==> config.mk <==
export PLATFORM = sky130hd
export DESIGN_NAME = vss_alu
export DESIGN_NICKNAME = d
export VERILOG_FILES = /design/src/design/vss_pkg.sv /design/src/design/vss_alu.sv
export SDC_FILE = /design/constraint.sdc
export NUM_CORES = 2
export LEC_CHECK = 0
export BUFFER_PORTS_ARGS = -buffer_cell sky130_fd_sc_hd__buf_2
export CAP_MARGIN = 10
export CORE_ASPECT_RATIO = 1.1
export CORE_MARGIN = 2
export CORE_UTILIZATION = 41
export CTS_CLUSTER_SIZE = 40
export DETAILED_ROUTE_END_ITERATION = 6
export PLACE_DENSITY = 0.66
export SLEW_MARGIN = 10
export SYNTH_ARGS = -nofsm -noshare
export SYNTH_HDL_FRONTEND = slang
export SYNTH_SLANG_ARGS = --single-unit
==> constraint.sdc <==
create_clock -name clk_i -period 19.3 [get_ports clk_i]
set_input_delay 2.895 -clock clk_i [delete_from_list [all_inputs] [get_ports clk_i]]
set_output_delay 2.895 -clock clk_i [all_outputs]
set_load 0.005 [all_outputs]
==> src/design/vss_pkg.sv <==
// Package: shared types and constants for the Vandermonde solver.
`default_nettype none
package vss_pkg;
  localparam int unsigned QW = 48;
  localparam int unsigned FW = 32;
  localparam logic signed [QW-1:0] Q_MAX = {1'b0, {(QW-1){1'b1}}};
  localparam logic signed [QW-1:0] Q_MIN = {1'b1, {(QW-1){1'b0}}};
  localparam logic [1:0] ST_OK  = 2'd0;
  localparam logic [1:0] ST_DIV = 2'd1;
  localparam logic [1:0] ST_SAT = 2'd2;

  typedef enum logic [3:0] {
    S_LOAD, S_DD_RD, S_DD_WT, S_DD_GO, S_DD_RUN, S_DD_WR,
    S_BS_RD, S_BS_WT, S_BS_GO, S_BS_RUN, S_BS_WR,
    S_OUT_RD, S_OUT_WT, S_OUT_HOLD
  } state_e;

  typedef enum logic [1:0] {
    OP_NONE, OP_DIV, OP_MUL
  } op_e;

  typedef struct packed {
    logic start;
    op_e  op;
  } alu_ctl_t;

  typedef struct packed {
    logic done;
    logic dz;
    logic ovf;
  } alu_sts_t;
endpackage
`default_nettype wire

==> src/design/vss_alu.sv <==
// Shared bit-serial unit: Q16.32 divide (num<<32)/den and multiply (a*b)>>32.
`default_nettype none
module vss_alu import vss_pkg::*; (
  input  wire logic                 clk_i,
  input  wire logic                 rst_ni,
  input  wire alu_ctl_t             ctl_i,
  input  wire logic signed [QW:0]   a_i,
  input  wire logic signed [QW:0]   b_i,
  output logic signed [QW+1:0]      res_o,
  output alu_sts_t                  sts_o
);
  localparam int unsigned MW = QW + 1;
  localparam int unsigned DN = 2 * MW;
  localparam logic [DN-1:0] PCAP = {{(DN-QW-1){1'b0}}, 1'b1, {QW{1'b0}}};

  op_e               op_q, op_d;
  logic [6:0]        cnt_q, cnt_d;
  logic              neg_q, neg_d;
  logic [DN-1:0]     num_q, num_d;
  logic [MW:0]       rem_q, rem_d;
  logic [MW-1:0]     den_q, den_d;
  logic [DN-1:0]     acc_q, acc_d;
  logic              over_q, over_d;
  logic [QW-1:0]     cap;
  logic [MW-1:0]     ma, mb;
  logic [MW:0]       rsh;
  logic [DN-1:0]     pmag;
  logic              busy, done_q, done_d, dz_q, dz_d;
  logic signed [QW+1:0] res_q, res_d;

  assign ma  = a_i[QW] ? MW'(-a_i) : MW'(a_i);
  assign mb  = b_i[QW] ? MW'(-b_i) : MW'(b_i);
  assign cap = neg_q ? QW'(Q_MIN) : QW'(Q_MAX);
  assign busy = (op_q != OP_NONE);
  assign rsh = {rem_q[MW-1:0], num_q[DN-1]};

  always_comb begin
    op_d = op_q; cnt_d = cnt_q; neg_d = neg_q; num_d = num_q; rem_d = rem_q;
    den_d = den_q; acc_d = acc_q; over_d = over_q; done_d = 1'b0;
    dz_d = 1'b0; res_d = res_q; pmag = '0;
    if (ctl_i.start) begin
      neg_d = a_i[QW] ^ b_i[QW];
      over_d = 1'b0;
      rem_d = '0;
      acc_d = '0;
      if (ctl_i.op == OP_DIV) begin
        num_d = DN'({ma, 32'd0});
        den_d = mb;
        cnt_d = 7'(DN);
        if (mb == '0) begin
          done_d = 1'b1; dz_d = 1'b1; res_d = '0; op_d = OP_NONE;
        end else begin
          op_d = OP_DIV;
        end
      end else begin
        num_d = DN'(mb);
        den_d = ma;
        cnt_d = 7'(MW);
        op_d = OP_MUL;
      end
    end else if (busy) begin
      cnt_d = cnt_q - 7'd1;
      if (op_q == OP_DIV) begin
        num_d = num_q << 1;
        if (rsh >= {1'b0, den_q}) begin
          rem_d = rsh - {1'b0, den_q};
          acc_d = {acc_q[DN-2:0], 1'b1};
        end else begin
          rem_d = rsh;
          acc_d = {acc_q[DN-2:0], 1'b0};
        end
        if (acc_d > DN'(cap)) over_d = 1'b1;
      end else begin
        num_d = num_q >> 1;
        if (num_q[0]) acc_d = acc_q + (DN'(den_q) << (MW - cnt_q));
      end
      if (cnt_q == 7'd1) begin
        op_d = OP_NONE;
        done_d = 1'b1;
        if (op_q == OP_DIV) begin
          if (over_d) res_d = neg_q ? (QW+2)'(Q_MIN) : (QW+2)'(Q_MAX);
          else res_d = neg_q ? -((QW+2)'(acc_d)) : (QW+2)'(acc_d);
        end else begin
          // clamp: any product this large saturates the difference anyway
          pmag = acc_d >> FW;
          if (pmag > PCAP) pmag = PCAP;
          res_d = neg_q ? -((QW+2)'(pmag)) : (QW+2)'(pmag);
        end
      end
    end
  end

  always_ff @(posedge clk_i or negedge rst_ni) begin
    if (!rst_ni) begin
      op_q <= OP_NONE; cnt_q <= '0; done_q <= 1'b0; dz_q <= 1'b0;
    end else begin
      op_q <= op_d; cnt_q <= cnt_d; done_q <= done_d; dz_q <= dz_d;
    end
  end

  always_ff @(posedge clk_i) begin
    neg_q <= neg_d; num_q <= num_d; rem_q <= rem_d; den_q <= den_d;
    acc_q <= acc_d; over_q <= over_d; res_q <= res_d;
  end

  assign res_o = res_q;
  assign sts_o = '{done: done_q, dz: dz_q, ovf: over_q & done_q & ~dz_q};
endmodule
`default_nettype wire

==> impl_metrics.csv <==
group,metric,value,unit
hold_path,hp-class,"reg2reg",
timing,grt_setup_unrepaired,"false",
final_layout,layout-drive-gt1-share,0.0892,
setup_path,worstSetupEndpointType,"flip-flop",
timing,slew_headroom,0.166,
clock_tree,cts_setup_buffers,0,
power_and_ir_drop,seqPwrFrac,0.255,
floorplan,io_pins,156,
detailed_routing,drtIter0Drc,4289,
setup_path,arrival,12.30,ns
final_layout,nNetsFinal,5212,
clock_tree,clockBufferDepth,3,
timing,worst_pin_slew,1.24,ns
synth,synth_common_cells,"nand2_1, nor2_1, a21oi_1",
timing,max_freq,0.0839,GHz
synth,ys_ff_latch,357,
synth,synth_edf_count,198,
power_and_ir_drop,pwr-share-clk,0.232,
power_and_ir_drop,total_power,3.98,mW
place,hpwl,121,mm
power_and_ir_drop,power_switching,1.88,mW
synth,netlist_instances,4950,
synth,synth_area_leaders,"edfxtp_1, dfxtp_1, ha_1, a21oi_1, nand2_1",
place,routabilityCongestion,1.10,
floorplan,die-area,94100,µm²
clock_tree,holdBufCountCts,0,
floorplan,initial_core_util,0.414,
global_route,overflow,0,
detailed_routing,routedWlPerCell,25.6,µm
synth,synth.distinct_cells,105,
flow_run,drv_cap,0,
power_and_ir_drop,power.leakage,16.1,nW
detailed_routing,drt_pass1_iterations,6,
timing,holdWs,0.481,ns
final_layout,seq_area,9190,µm²
setup_path,r2r_cells,33,
synth,yosysSeqAreaShare,0.244,
synth,yosys.area.top_type_share,0.158,
detailed_routing,via_per_inst,6.52,
power_and_ir_drop,p_int,2.11,mW
hold_path,hold_depth,2,
final_layout,n_fill_cell,9249,
timing,period_minus_slack,11.92,ns
final_layout,stdcell_count,6125,
floorplan,core.rowCount,116,
setup_path,start_kind,"flip-flop",
setup_path,worst_ep_required_time,19.68,ns
clock_tree,ctsResizeCount,0,
floorplan,die_w,293,µm
synth,synthFlopType,"edfxtp_1",
clock_tree,clk_pin_slew_worst_paths,0.06,ns
setup_path,critPathSlowestCell,"nor4_1",
timing,clock_skew,0.0231,ns
global_route,grt_max_degree,155,
detailed_routing,ant_nets,0,
synth,yosys.area.top_type,"edfxtp_1",
setup_path,path_class,"reg2reg",
clock_tree,numClockSinks,357,
clock_tree,cts_tree,"done",
global_route,grt_pass1_vias,37200,
run_status,status,"complete, no violations",
power_and_ir_drop,p_sw_frac,0.471,
setup_path,critPathMaxStageDelay,0.82,ns
timing,finalHoldViolations,0,
setup_path,path_common_cell,"buf_4",
synth,syn_nets,5257,
synth,synth_area,37600,µm²
timing,finalCritPeriodShare,0.617,
timing,fin_tns_setup,0,ns
setup_path,crit_fanout,73,
final_layout,multi_input_area,26800,µm²
detailed_routing,wl,157,mm
detailed_routing,vias,40000,
global_route,grt_pass1_wl,234,mm
place,dp_cells,6036,
synth,synth.avg_cell_area,7.59,µm²
power_and_ir_drop,ir_drop,0.0673,mV
global_route,antenna_found_initial,4,
synth,synthArstFlopShare,0.0308,
synth,yosys_warnings,0,
global_route,grt.total_usage,0.322,
clock_tree,htreeDepth,2,
synth,yosysMostFrequentCell,"nand2_1",
timing,setup_viol,0,
power_and_ir_drop,pwr-share-comb,0.513,
power_and_ir_drop,powerDensity,97.2,nW/µm²
final_layout,area_growth,9.04,%
clock_tree,clk_latency,0.63,ns
detailed_routing,remaining_drc_errors,0,
floorplan,core-area,90900,µm²
floorplan,dieHeight,322,µm
timing,slew_viol_final,0,
clock_tree,root_buffer,"clkbuf_16",
clock_tree,cts_buffers,46,
place,placement.io_buffers,155,
## cells by family (layout without fill, tap and decap cells)
logic type,count (synthesis),count (layout),share of synthesized area
buffers and inverters,446,439,0.0459
other,0,2,0
XOR/XNOR,245,245,0.0571
multiplexers,276,276,0.0877
flip-flops,357,357,0.244
adder cells (fa/ha/maj),204,204,0.0683
AND/OR/NAND/NOR,1838,1838,0.227
AO/OA/AOI/OAI,1584,1584,0.269
## power by group through the flow
stage | clock network (mW) | registers (mW) | logic, mW
floorplan | 0 | 0.969 | 1.35
global placement | 0 | 1.03 | 1.97
detailed placement | 0 | 1.03 | 1.97
CTS | 0.935 | 1.01 | 1.98
global route | 0.961 | 1.02 | 2.17
finish | 0.923 | 1.02 | 2.04
## per-stage QoR
step	setup WS [ns]	utilization	cell area (µm²)
2_1_floorplan	9.81	-	37600
3_3_place_gp	7.43	0.433	39400
6_report	7.38	0.451	41000
3_5_place_dp	7.40	0.433	39400
5_1_grt	6.67	0.451	41000
4_1_cts	7.38	0.451	41000
## placed cells by master (no fill, tap or decap), types with 41 or more instances in the layout
master,count
nand2_1,613
o21ai_0,330
nand2b_1,51
nor2_1,517
nor4_1,46
a31oi_1,41
o211ai_1,53
ha_1,202
inv_1,113
a211oi_1,109
mux2i_1,229
buf_4,80
o31ai_1,57
o22ai_1,94
xnor2_1,114
a21oi_1,464
or3_1,57
and3_1,44
nor3_1,113
clkbuf_16,48
a21o_1,82
nand3_1,113
mux4_2,42
and2_1,47
nand4_1,97
dfxtp_1,148
buf_2,154
xor2_1,125
edfxtp_1,198
## state kept, by name (all words and copies together), names as in the netlist
register / flops
acc_q: 98
cnt_q: 7
den_q: 49
done_q: 1
dz_q: 1
neg_q: 1
num_q: 98
op_q: 2
over_q: 1
rem_q: 49
res_o: 50
## metal layers
metal / vias to the layer above / GRT usage / wire length (µm)
met3: 427 / 0.0445 / 12000
li1: 18400 / - / -
met1: 19200 / 0.405 / 62200
met5: - / 0 / 20
met2: 1930 / 0.527 / 72000
met4: 4 / 0.188 / 10600
## critical path: cells and delay by family (launching register included)
family                   cells  cell delay (ns)
adder cells (fa/ha/maj)      3             1.36
multiplexers                 3             0.97
buffers and inverters        6             2.20
AO/OA/AOI/OAI               10             3.52
flip-flops                   1             0.34
AND/OR/NAND/NOR             10             3.02
XOR/XNOR                     1             0.21
## worst paths after layout
path / startpoint / endpoint / slack (ns)
worst max register to register: cnt_q[1] / res_o[42] / 7.38
worst min register to register: rem_q[30] / rem_q[30] / 0.48
min in group asynchronous: rst_ni / op_q[0] / 2.18
worst max-delay path: cnt_q[1] / res_o[42] / 7.38
max in group asynchronous: rst_ni / cnt_q[0] / 16.84
worst min-delay path: rem_q[30] / rem_q[30] / 0.48
## layout make-up
type | count | area share
well taps | 1180 | 0.0360
inverters | 116 | 0.0106
multi-input cells | 4147 | 0.655
clock buffers | 60 | 0.0319
diodes | 2 | 0.000122
flip-flops and latches | 357 | 0.224
repair buffers | 237 | 0.0344
clock inverters | 26 | 0.00748
(Power assumes the default switching activity.)
